## config.mk

```make
export PLATFORM = sky130hd
export DESIGN_NAME = quadrature_position_sampler
export DESIGN_NICKNAME = d
export VERILOG_FILES = /design/src/sv/qps_pkg.sv /design/src/sv/qps_core.sv /design/src/sv/qps_out_queue.sv /design/src/sv/quadrature_position_sampler.sv
export VERILOG_INCLUDE_DIRS = /design/src /design/src/sv
export SDC_FILE = /design/constraint.sdc
export NUM_CORES = 1
export LEC_CHECK = 0
export BUFFER_PORTS_ARGS = -buffer_cell sky130_fd_sc_hd__buf_2
export CAP_MARGIN = 20
export CORE_ASPECT_RATIO = 0.6
export CORE_MARGIN = 4
export CORE_UTILIZATION = 43
export CTS_BUF_LIST = sky130_fd_sc_hd__clkbuf_4
export DETAILED_ROUTE_END_ITERATION = 8
export GPL_TIMING_DRIVEN = 0
export PLACE_DENSITY_LB_ADDON = 0.3
export SLEW_MARGIN = 20
export SYNTH_ARGS = -nofsm -noshare
export SYNTH_HDL_FRONTEND = slang
export SYNTH_SLANG_ARGS = --single-unit
```

## constraint.sdc

```tcl
create_clock -name i_clk -period 4.18 [get_ports i_clk]
set_input_delay 0.836 -clock i_clk [delete_from_list [all_inputs] [get_ports i_clk]]
set_output_delay 0.836 -clock i_clk [all_outputs]
set_load 0.05 [all_outputs]
```

## src/sv/assert_macros.svh

```systemverilog
// Assertion macros shared by the RTL of the quadrature position sampler.
// Simulation gets concurrent assertions; synthesis sees empty bodies.
`ifndef ASSERT_MACROS_SVH
`define ASSERT_MACROS_SVH

`ifndef SYNTHESIS

// Assert that prop holds at every clock edge outside reset.
`define QPS_ASSERT(lbl, clk, rst_n, prop, msg) \
    lbl: assert property (@(posedge clk) disable iff (!rst_n) (prop)) else $error(msg);

// Assert that cons holds in the cycle after ante.
`define QPS_ASSERT_NEXT(lbl, clk, rst_n, ante, cons, msg) \
    lbl: assert property (@(posedge clk) disable iff (!rst_n) (ante) |=> (cons)) \
        else $error(msg);

`else

`define QPS_ASSERT(lbl, clk, rst_n, prop, msg)
`define QPS_ASSERT_NEXT(lbl, clk, rst_n, ante, cons, msg)

`endif

`endif

```

## src/sv/qps_pkg.sv

```systemverilog
// Shared types and constants of the quadrature position sampler.
// No dependencies; used by qps_core, qps_out_queue and the top level.
`timescale 1ns / 1ps

package qps_pkg;

    localparam int CPT_W = 15;
    localparam int POS_W = 16;
    localparam int BYTE_W = 8;
    localparam int FUNC_W = 3;

    localparam logic [CPT_W-1:0] CPT_RESET = 15'd910;
    localparam logic [BYTE_W-1:0] CONNECT_BYTE = 8'd98;
    localparam logic [BYTE_W-1:0] BEACON_BYTE = 8'h61;

    localparam logic [FUNC_W-1:0] FUNC_EDGE_A = 3'd0;
    localparam logic [FUNC_W-1:0] FUNC_EDGE_B = 3'd1;
    localparam logic [FUNC_W-1:0] FUNC_SAMPLE = 3'd2;
    localparam logic [FUNC_W-1:0] FUNC_RX = 3'd3;
    localparam logic [FUNC_W-1:0] FUNC_BEACON = 3'd4;

    // One outgoing serial word.
    typedef struct packed {
        logic [BYTE_W-1:0] data;
        logic              last;
    } t_word;

    // Words produced by one accepted item, in order.
    typedef struct packed {
        logic [1:0] count;
        t_word      w0;
        t_word      w1;
    } t_push;

endpackage

```

## src/sv/qps_core.sv

```systemverilog
// Encoder state, link state and word generation for each accepted item.
// Depends on qps_pkg.
`timescale 1ns / 1ps

module qps_core (
    input  logic                        i_clk,
    input  logic                        i_rst_n,
    input  logic                        i_accept,
    input  logic [qps_pkg::FUNC_W-1:0]  i_func,
    input  logic                        i_other_level,
    input  logic [qps_pkg::BYTE_W-1:0]  i_rx_byte,
    input  logic                        i_cfg_we,
    input  logic [qps_pkg::CPT_W-1:0]   i_cfg_data,
    output qps_pkg::t_push              o_push,
    output logic                        o_connected
);
    import qps_pkg::*;

    logic [CPT_W-1:0] r_cpt;
    logic [POS_W-1:0] r_position, n_position;
    logic             r_a_rising, n_a_rising;
    logic             r_b_rising, n_b_rising;
    logic             r_connected, n_connected;

    logic [POS_W-1:0] pos_up, pos_down;
    logic             match_a, match_b;

    always_comb begin
        pos_up   = (r_position == {1'b0, r_cpt}) ? POS_W'(1) : r_position + POS_W'(1);
        pos_down = (r_position == '0) ? {1'b0, r_cpt} : r_position - POS_W'(1);
        // Match means falling with the other channel high, or rising with it low.
        match_a  = r_a_rising ^ i_other_level;
        match_b  = r_b_rising ^ i_other_level;
    end

    always_comb begin
        n_position  = r_position;
        n_a_rising  = r_a_rising;
        n_b_rising  = r_b_rising;
        n_connected = r_connected;
        o_push      = '0;
        unique case (i_func)
            FUNC_EDGE_A: begin
                n_position = match_a ? pos_up : pos_down;
                n_a_rising = ~r_a_rising;
            end
            FUNC_EDGE_B: begin
                n_position = match_b ? pos_down : pos_up;
                n_b_rising = ~r_b_rising;
            end
            FUNC_SAMPLE: begin
                if (r_connected) begin
                    o_push.count = 2'd2;
                    o_push.w0    = '{data: r_position[BYTE_W-1:0], last: 1'b0};
                    o_push.w1    = '{data: r_position[POS_W-1:BYTE_W], last: 1'b1};
                end
            end
            FUNC_RX: begin
                if (i_rx_byte == CONNECT_BYTE) begin
                    n_connected = 1'b1;
                end
            end
            FUNC_BEACON: begin
                if (!r_connected) begin
                    o_push.count = 2'd1;
                    o_push.w0    = '{data: BEACON_BYTE, last: 1'b1};
                end
            end
            default: begin
            end
        endcase
        // Drop everything unless the item is really taken.
        if (!i_accept) begin
            o_push.count = 2'd0;
        end
    end

    always_ff @(posedge i_clk) begin
        if (!i_rst_n) begin
            r_cpt       <= CPT_RESET;
            r_position  <= '0;
            r_a_rising  <= 1'b1;
            r_b_rising  <= 1'b1;
            r_connected <= 1'b0;
        end else begin
            if (i_cfg_we) begin
                r_cpt <= i_cfg_data;
            end
            if (i_accept) begin
                r_position  <= n_position;
                r_a_rising  <= n_a_rising;
                r_b_rising  <= n_b_rising;
                r_connected <= n_connected;
            end
        end
    end

    assign o_connected = r_connected;

endmodule

```

## src/sv/qps_out_queue.sv

```systemverilog
// Three-entry shifting result queue: takes up to two words a cycle, gives one while i_ready is high.
// Depends on qps_pkg.
`timescale 1ns / 1ps

module qps_out_queue (
    input  logic           i_clk,
    input  logic           i_rst_n,
    input  qps_pkg::t_push i_push,
    output logic           o_space,
    output logic           o_valid,
    input  logic           i_ready,
    output qps_pkg::t_word o_word,
    output logic [1:0]     o_count
);
    import qps_pkg::*;

    t_word      r_q [3];
    t_word      n_q [3];
    t_word      shifted [3];
    logic [1:0] r_count, n_count;
    logic [1:0] base;
    logic       pop;

    always_comb begin
        pop        = (r_count != 2'd0) && i_ready;
        base       = r_count - {1'b0, pop};
        n_count    = base + i_push.count;
        // Advance the queue by one on pop; head is always entry zero.
        shifted[0] = pop ? r_q[1] : r_q[0];
        shifted[1] = pop ? r_q[2] : r_q[1];
        shifted[2] = r_q[2];
        for (int i = 0; i < 3; i++) begin
            if (2'(i) < base) begin
                n_q[i] = shifted[i];
            end else if (2'(i) == base) begin
                n_q[i] = i_push.w0;
            end else begin
                n_q[i] = i_push.w1;
            end
        end
    end

    always_ff @(posedge i_clk) begin
        if (!i_rst_n) begin
            r_count <= 2'd0;
        end else begin
            r_count <= n_count;
        end
    end

    always_ff @(posedge i_clk) begin
        for (int i = 0; i < 3; i++) begin
            r_q[i] <= n_q[i];
        end
    end

    // Room for a full two-word run after this cycle's pop is not counted.
    assign o_space = (r_count < 2'd2);
    assign o_valid = (r_count != 2'd0);
    assign o_word  = r_q[0];
    assign o_count = r_count;

endmodule

```

## src/sv/quadrature_position_sampler.sv

```systemverilog
// Quadrature position sampler: counts encoder edges into a wrapping
// position and streams it out as serial words on request.
//
// Input channel (i_valid / o_ready, fields i_func, i_other_level, i_rx_byte):
// one event a word: edge on A or B, sample tick, received byte, beacon tick.
// Output channel (o_valid / i_ready, fields o_tx_byte, o_last): a sample tick
// after the connect byte yields the low then the high position byte; a
// beacon tick before it yields one beacon byte. Other events yield nothing.
// The words of an event enter the registered result queue when the event is taken.
// Throughput: one event a cycle while the receiver keeps up; a sample tick
// yields two output words, so sample ticks that follow one another are held
// back by o_ready, set by the single output port of the three-entry result queue.
// When the receiver stalls, queued words hold and o_ready drops once fewer
// than two free entries remain; the state does not move meanwhile.
// i_cfg_we writes counts_per_turn from i_cfg_data at once; write it only idle.
// Reset (i_rst_n low, synchronous): position 0, both channels expect a
// rising edge, link not connected, counts_per_turn 910, queue empty.
`timescale 1ns / 1ps
`include "assert_macros.svh"

module quadrature_position_sampler (
    input  logic                        i_clk,
    input  logic                        i_rst_n,
    input  logic                        i_valid,
    output logic                        o_ready,
    input  logic [qps_pkg::FUNC_W-1:0]  i_func,
    input  logic                        i_other_level,
    input  logic [qps_pkg::BYTE_W-1:0]  i_rx_byte,
    output logic                        o_valid,
    input  logic                        i_ready,
    output logic [qps_pkg::BYTE_W-1:0]  o_tx_byte,
    output logic                        o_last,
    input  logic                        i_cfg_we,
    input  logic [qps_pkg::CPT_W-1:0]   i_cfg_data
);
    import qps_pkg::*;

    t_push      push;
    t_word      head;
    logic       accept;
    logic       connected;
    logic [1:0] q_count;

    assign accept = i_valid && o_ready;

    qps_core u_core (
        .i_clk         (i_clk),
        .i_rst_n       (i_rst_n),
        .i_accept      (accept),
        .i_func        (i_func),
        .i_other_level (i_other_level),
        .i_rx_byte     (i_rx_byte),
        .i_cfg_we      (i_cfg_we),
        .i_cfg_data    (i_cfg_data),
        .o_push        (push),
        .o_connected   (connected)
    );

    qps_out_queue u_queue (
        .i_clk   (i_clk),
        .i_rst_n (i_rst_n),
        .i_push  (push),
        .o_space (o_ready),
        .o_valid (o_valid),
        .i_ready (i_ready),
        .o_word  (head),
        .o_count (q_count)
    );

    assign o_tx_byte = head.data;
    assign o_last    = head.last;

    `QPS_ASSERT_NEXT(a_sample_shows, i_clk, i_rst_n, accept && i_func == FUNC_SAMPLE && connected, o_valid, "sample tick gave no word")
    `QPS_ASSERT(a_low_has_high, i_clk, i_rst_n, !(o_valid && !o_last) || q_count >= 2'd2, "low byte without its high byte")
    `QPS_ASSERT_NEXT(a_sticky_link, i_clk, i_rst_n, connected, connected, "link dropped without reset")
    `QPS_ASSERT(a_no_overflow, i_clk, i_rst_n, !accept || push.count <= 2'd2, "queue push too wide")

endmodule
```

* Word level (Yosys, flattened, before mapping)
Memory sizes are Yosys's and may differ from the RTL's.
Index checks and enable logic that the tools add are counted.
** Word-level totals
- Memories :: 1
- Word-level logic and storage cells :: 56
- Input port bits :: 32
- RAM bits :: 27
- Register bits :: 36
** Memories
- u_queue.r_q :: words 3, bits a word 9, rd ports 3, clocked after memory_dff 0, write ports 3, RTL line qps_out_queue.sv:17 : t_word r_q [3];
** Cells by class
- Mux-type cells :: 18
- Order comparisons :: 4
- Add/sub/neg operators :: 4
- Bitwise gates (word level) :: 4
- Equal/unequal tests :: 8
- Reductions and logical operators :: 11
** Operators with widths (number)
- $mux 9 :: 9
- $mux 16 :: 4
- $pmux 16 s2 :: 1
- $pmux 11 s2 :: 1
- $mux 20 :: 1
- $add 16x1->16 const B :: 1
- $eq 16x15->1 :: 1
- $logic_not 16->1 :: 1
- $sub 16x1->16 const B :: 1
- $mux 10 :: 1
- $eq 8x7->1 const B :: 1
- $eq 3x2->1 const B :: 2
- $reduce_and 2->1 :: 3
- $lt 1x2->1 const A :: 2
- $reduce_bool 2->1 :: 2
- $eq 3x1->1 const B :: 1
- $eq 3x3->1 const B :: 1
- $logic_not 3->1 :: 1
- $reduce_and 3->1 :: 1
- $add 2x2->2 :: 1
- $eq 1x2->1 const A :: 1
- $eq 2x2->1 const A :: 1
- $logic_and 1x1->1 :: 2
- $logic_not 2->1 :: 1
- 6 further kinds :: 8

* Longest topological paths before layout
- Depth in word-level cells :: 6
- Gate-level depth with buffers :: 10
- Mapped depth without buffers :: 10

* Cells and area by module
From an unflattened synthesis, not the netlist that was laid out.
** Unflattened totals
- Cell total of the unflattened synthesis :: 430
- Area, all modules :: 3970.1 um^2
** By module, submodules not included
- qps_core :: sequential area each 680.7 um^2, area an instance 2516.2 um^2, times used 1, cells each 321
- qps_out_queue :: sequential area each 850.8 um^2, area an instance 1447.6 um^2, times used 1, cells each 108
- quadrature_position_sampler :: sequential area each 0.0 um^2, area an instance 6.3 um^2, times used 1, cells each 1

* Least setup slack after synthesis
OpenSTA, ideal clock, no wires.
- Path kind :: flip-flop to flip-flop
- Start :: register u_queue.o_count[1] (netlist name)
- End :: memory u_queue.r_q[0][0] (netlist bit), enable pin
- Required time :: 3.846 ns
- Slack :: 1.196 ns
- Arrival time :: 2.650 ns
- Library setup time :: 0.334 ns
- Period minus slack after synthesis :: 2.984 ns
- Buffers on the path :: 2
- Stages on the path, launching flop included :: 10
- Path through :: dfxtp_1 -> inv_1 -> nand2_1 -> nand2_1 -> inv_1 -> ha_1 -> clkbuf_1 -> nand2_1 -> clkbuf_1 -> nand2_1
** RTL lines (RTL line)
- end, declared :: qps_out_queue.sv:17

==> results.yml <==
sta:
  unrepaired_setup_endpoints_after_global_routing: "false"
  period_needed_ns: 2.78
  maxSlewViolCount: 0
  min_period_over_period_pct: 66.6
  worstMarginPinSlew_ns: 0.985
  finalClockSkew_ns: 0.0145
  timing.hold.ws_ns: 0.520
  finalSetupTns_ns: 0
  timing.final.setup_violations: 0
  timing.final.hold_violations: 0
  timing.slew.headroom_pct: 33.4
  max_clock_freq_mhz: 359
detailed_routing:
  routed_wire_length_per_instance_um: 18.1
  wl_met2_mm: 4.34
  met3_length_mm: 1.26
  drc: 0
  drt_iter0_markers: 382
  postRouteAntennaNets: 0
  top_layer: "met4"
  route.layer.met1.wl_mm: 5.57
  via_per_inst: 5.80
  drt_pass1_iterations: 4
  finalWirelength_mm: 11.2
  vias: 3599
synth:
  synth_top_cell_area_share_pct: 20.9
  synth_sequential_area_ratio_pct: 39.4
  mappedNetlistArea_um2: 3880
  synth_fp_nets: 490
  number_of_flops_mapped_to_enable_cells_by_yosys: 27
  synth_top_area_cell: "sky130_fd_sc_hd__edfxtp_1"
  synth.ff_latch_count: 63
  synthDistinctLibCells: 53
  synthTopCellsByArea: "sky130_fd_sc_hd__edfxtp_1, sky130_fd_sc_hd__dfxtp_1, sky130_fd_sc_hd__nand2_1, sky130_fd_sc_hd__mux2i_1, sky130_fd_sc_hd__o21ai_0"
  synth_cells: 453
  synth-warning-count: 0
  async_reset_ff_share_pct: 0
  avgSynthCellArea_um2: 8.58
  synth_flop_cell: "sky130_fd_sc_hd__dfxtp_1"
floorplan:
  die_h_um: 81.6
  io_pins: 43
  floorplan.core_area_um2: 8650
  starting_utilization_of_the_core_area_pct: 44.9
  die_w_um: 131
  floorplan.rows: 26
  fp.dieArea_um2: 10700
placement:
  routability_driven_placement_congestion_ratio: 0.965
  dpl-instance-area_um2: 4230
  placed_cells: 605
  port-buffer-count: 40
  detailed_place_hpwl_mm: 8.38
cells_and_area:
  postLayoutCoreUtil_pct: 50.3
  post_layout_nonfiller_instances: 621
  finish.instance_area_um2: 4360
  areaGrowthSynthToFinish_pct: 12.1
  fin_nets: 541
  area.sequential_um2: 1530
  drive_gt1_share_pct: 15.5
  layout.filler_cells: 858
  multi_input_area_um2: 2110
  antennaDiodeCount: 0
setup_path:
  cp_cell_sequence: "inv_1, nand2_1, nand2_1, inv_1, ha_1, clkbuf_1, nand2_1, clkbuf_1, nand2_1"
  timing.critical_path.required_ns: 4.28
  worst-path-buf-inv: 4
  critical_path_launch_point_type: "flip-flop"
  critical_setup_path_class: "reg2reg"
  cpMostUsedCell: "sky130_fd_sc_hd__nand2_1"
  worst_r2r_path_depth: 9
  cp_max_fo: 10
  worst_ep_arrival_time_ns: 2.88
  worst_path_dominant_cell_family: "buffers and inverters"
  timing.rr.start: "u_queue.o_count[1]"
  worst_r2r_endpoint: "u_queue.r_q[0][5]"
  cp_slowest_stage_delay_ns: 0.47
  setup.worst_path.end_class: "flip-flop"
  crit_slowest_cell: "sky130_fd_sc_hd__clkbuf_1"
  worst-r2r-setup-slack_ns: 1.40
  crit_start: "u_queue.o_count[1]"
global_routing:
  grt_pass1_wl_mm: 17.6
  antenna_found_initial: 0
  first_global_vias: 3277
  overflow: 0
  grt_start_max_net_pins: 11
  global_route.usage.total_pct: 21.9
clock_tree:
  cts-root-buf: "sky130_fd_sc_hd__clkbuf_4"
  cts_hold_buf: 0
  cts_buffer_depth: 2
  postCtsResizedCells: 0
  cts_htree_levels: 3
  clock_sink_count: 63
  cts_buffers: 9
  clk_pin_slew_ns: 0.10
  tritoncts: "built"
  worst_skew_pair_latency_ns: 0.44
  cts_setup_buffers: 0
min_path:
  worst_hold_path_type: "reg2reg"
  hold_path_startpoint: "u_queue.r_q[0][14]"
  number_of_instances_on_the_worst_hold_path: 2
  timing.hold.worst_endpoint: "u_queue.r_q[0][5]"
pwr:
  power.share.combinational_pct: 45.0
  worst_case_vdd_ir_drop_mv: 0.241
  p_sw_w: 0.000999
  leakagePower_nw: 1.80
  p_int_w: 0.00128
  proportion_of_total_power_due_to_net_switching_pct: 43.8
  seq_power_share_pct: 36.7
  pwr-share-clk_pct: 18.3
  power.density_cell_area_nw_per_um2: 523
flow_run:
  maxCapViolCount: 0
status:
  run_status: "completed"
==> how the worst max path moves through the flow <==
stage	to	slack, ns	cells after the start
after floorplan	u_queue.r_q[0][0]	1.20	9
after global placement	u_queue.r_q[0][3]	1.07	8
after detailed placement	u_queue.r_q[0][5]	1.01	8
after CTS	u_queue.r_q[0][8]	1.40	9
after global routing	u_queue.r_q[0][8]	1.15	9
final	u_queue.r_q[0][5]	1.40	9
==> cells by family after synthesis <==
group | Yosys count | synth area share, %
DFF | 63 | 39.4
and+or+nand+nor | 183 | 24.4
adders and majority gates | 5 | 1.61
AOI/OAI and AO/OA | 92 | 14.4
buffers and inverters | 52 | 6.15
muxes | 27 | 7.02
xor gates and xnor gates | 31 | 6.99
==> flip-flops by register name (all words and copies together), names as in the netlist <==
register,count
u_queue.o_count,2
u_core.o_connected,1
u_core.r_position,16
u_queue.r_q,27
u_core.r_a_rising,1
u_core.r_cpt,15
u_core.r_b_rising,1
==> metrics by stage <==
stage | power, W | setup slack [ns]
floorplan | 0.00160 | 1.20
global placement | 0.00184 | 1.07
detailed placement | 0.00186 | 1.01
CTS | 0.00227 | 1.40
global route | 0.00241 | 1.15
finish | 0.00228 | 1.40
==> area by class of cell <==
class                           count  area share (%)
Buffer                             44            4.80
Clock buffer                       11            1.90
Tap cell                          112            3.22
Clock inverter                      5            1.12
Sequential cell                    63            35.2
Multi-Input combinational cell    338            48.5
Timing Repair Buffer               40            4.60
Inverter                            8           0.689
==> per-layer routing <==
layer  global-route usage, %  vias to the layer above
li1                        -                     1712
met1                    34.2                     1710
met2                    29.3                      171
met3                    6.43                        6
met4                    4.31                        0
met5                       0                        -
==> power by group through the flow <==
stage	logic, W	registers, W	clock network, W
final	0.00103	0.000836	0.000417
after detailed placement	0.00101	0.000849	0
after floorplan	0.000747	0.000850	0
after global placement	0.000993	0.000845	0
after global routing	0.00111	0.000846	0.000455
after CTS	0.00101	0.000835	0.000426
==> cells in the mapped netlist (3+ instances only) <==
master / count
sky130_fd_sc_hd__nand2_1: 69
sky130_fd_sc_hd__dfxtp_1: 36
sky130_fd_sc_hd__o21ai_0: 35
sky130_fd_sc_hd__nor2_1: 33
sky130_fd_sc_hd__clkbuf_1: 30
sky130_fd_sc_hd__edfxtp_1: 27
sky130_fd_sc_hd__mux2i_1: 25
sky130_fd_sc_hd__xnor2_1: 20
sky130_fd_sc_hd__a21oi_1: 17
sky130_fd_sc_hd__nand3_1: 16
sky130_fd_sc_hd__nor3_1: 11
sky130_fd_sc_hd__xor2_1: 11
sky130_fd_sc_hd__and3_1: 9
sky130_fd_sc_hd__a31oi_1: 8
sky130_fd_sc_hd__buf_4: 8
sky130_fd_sc_hd__inv_1: 8
sky130_fd_sc_hd__o31ai_1: 7
sky130_fd_sc_hd__o211ai_1: 6
sky130_fd_sc_hd__o22ai_1: 6
sky130_fd_sc_hd__a22oi_1: 5
sky130_fd_sc_hd__buf_2: 5
sky130_fd_sc_hd__ha_1: 5
sky130_fd_sc_hd__nand4_1: 5
sky130_fd_sc_hd__nor2b_1: 5
sky130_fd_sc_hd__and2_1: 4
sky130_fd_sc_hd__nand3b_1: 4
sky130_fd_sc_hd__and4_1: 3
sky130_fd_sc_hd__or3_1: 3
==> cells in the final DEF, fill, tap and decap left out, types with 16 or more instances in the layout <==
| cell | count |
|---|---|
| sky130_fd_sc_hd__edfxtp_1 | 27 |
| sky130_fd_sc_hd__xnor2_1 | 20 |
| sky130_fd_sc_hd__nand3_1 | 16 |
| sky130_fd_sc_hd__nand2_1 | 69 |
| sky130_fd_sc_hd__o21ai_0 | 35 |
| sky130_fd_sc_hd__clkbuf_1 | 30 |
| sky130_fd_sc_hd__mux2i_1 | 25 |
| sky130_fd_sc_hd__a21oi_1 | 17 |
| sky130_fd_sc_hd__buf_2 | 45 |
| sky130_fd_sc_hd__nor2_1 | 33 |
| sky130_fd_sc_hd__dfxtp_1 | 36 |
==> worst register-to-register path: stages (launching register included) <==
cell	delay, ns
sky130_fd_sc_hd__dfxtp_1	0.37
sky130_fd_sc_hd__inv_1	0.08
sky130_fd_sc_hd__nand2_1	0.08
sky130_fd_sc_hd__nand2_1	0.12
sky130_fd_sc_hd__inv_1	0.06
sky130_fd_sc_hd__ha_1	0.28
sky130_fd_sc_hd__clkbuf_1	0.47
sky130_fd_sc_hd__nand2_1	0.30
sky130_fd_sc_hd__clkbuf_1	0.30
sky130_fd_sc_hd__nand2_1	0.38
No activity file was read; power rests on OpenSTA's default activity.
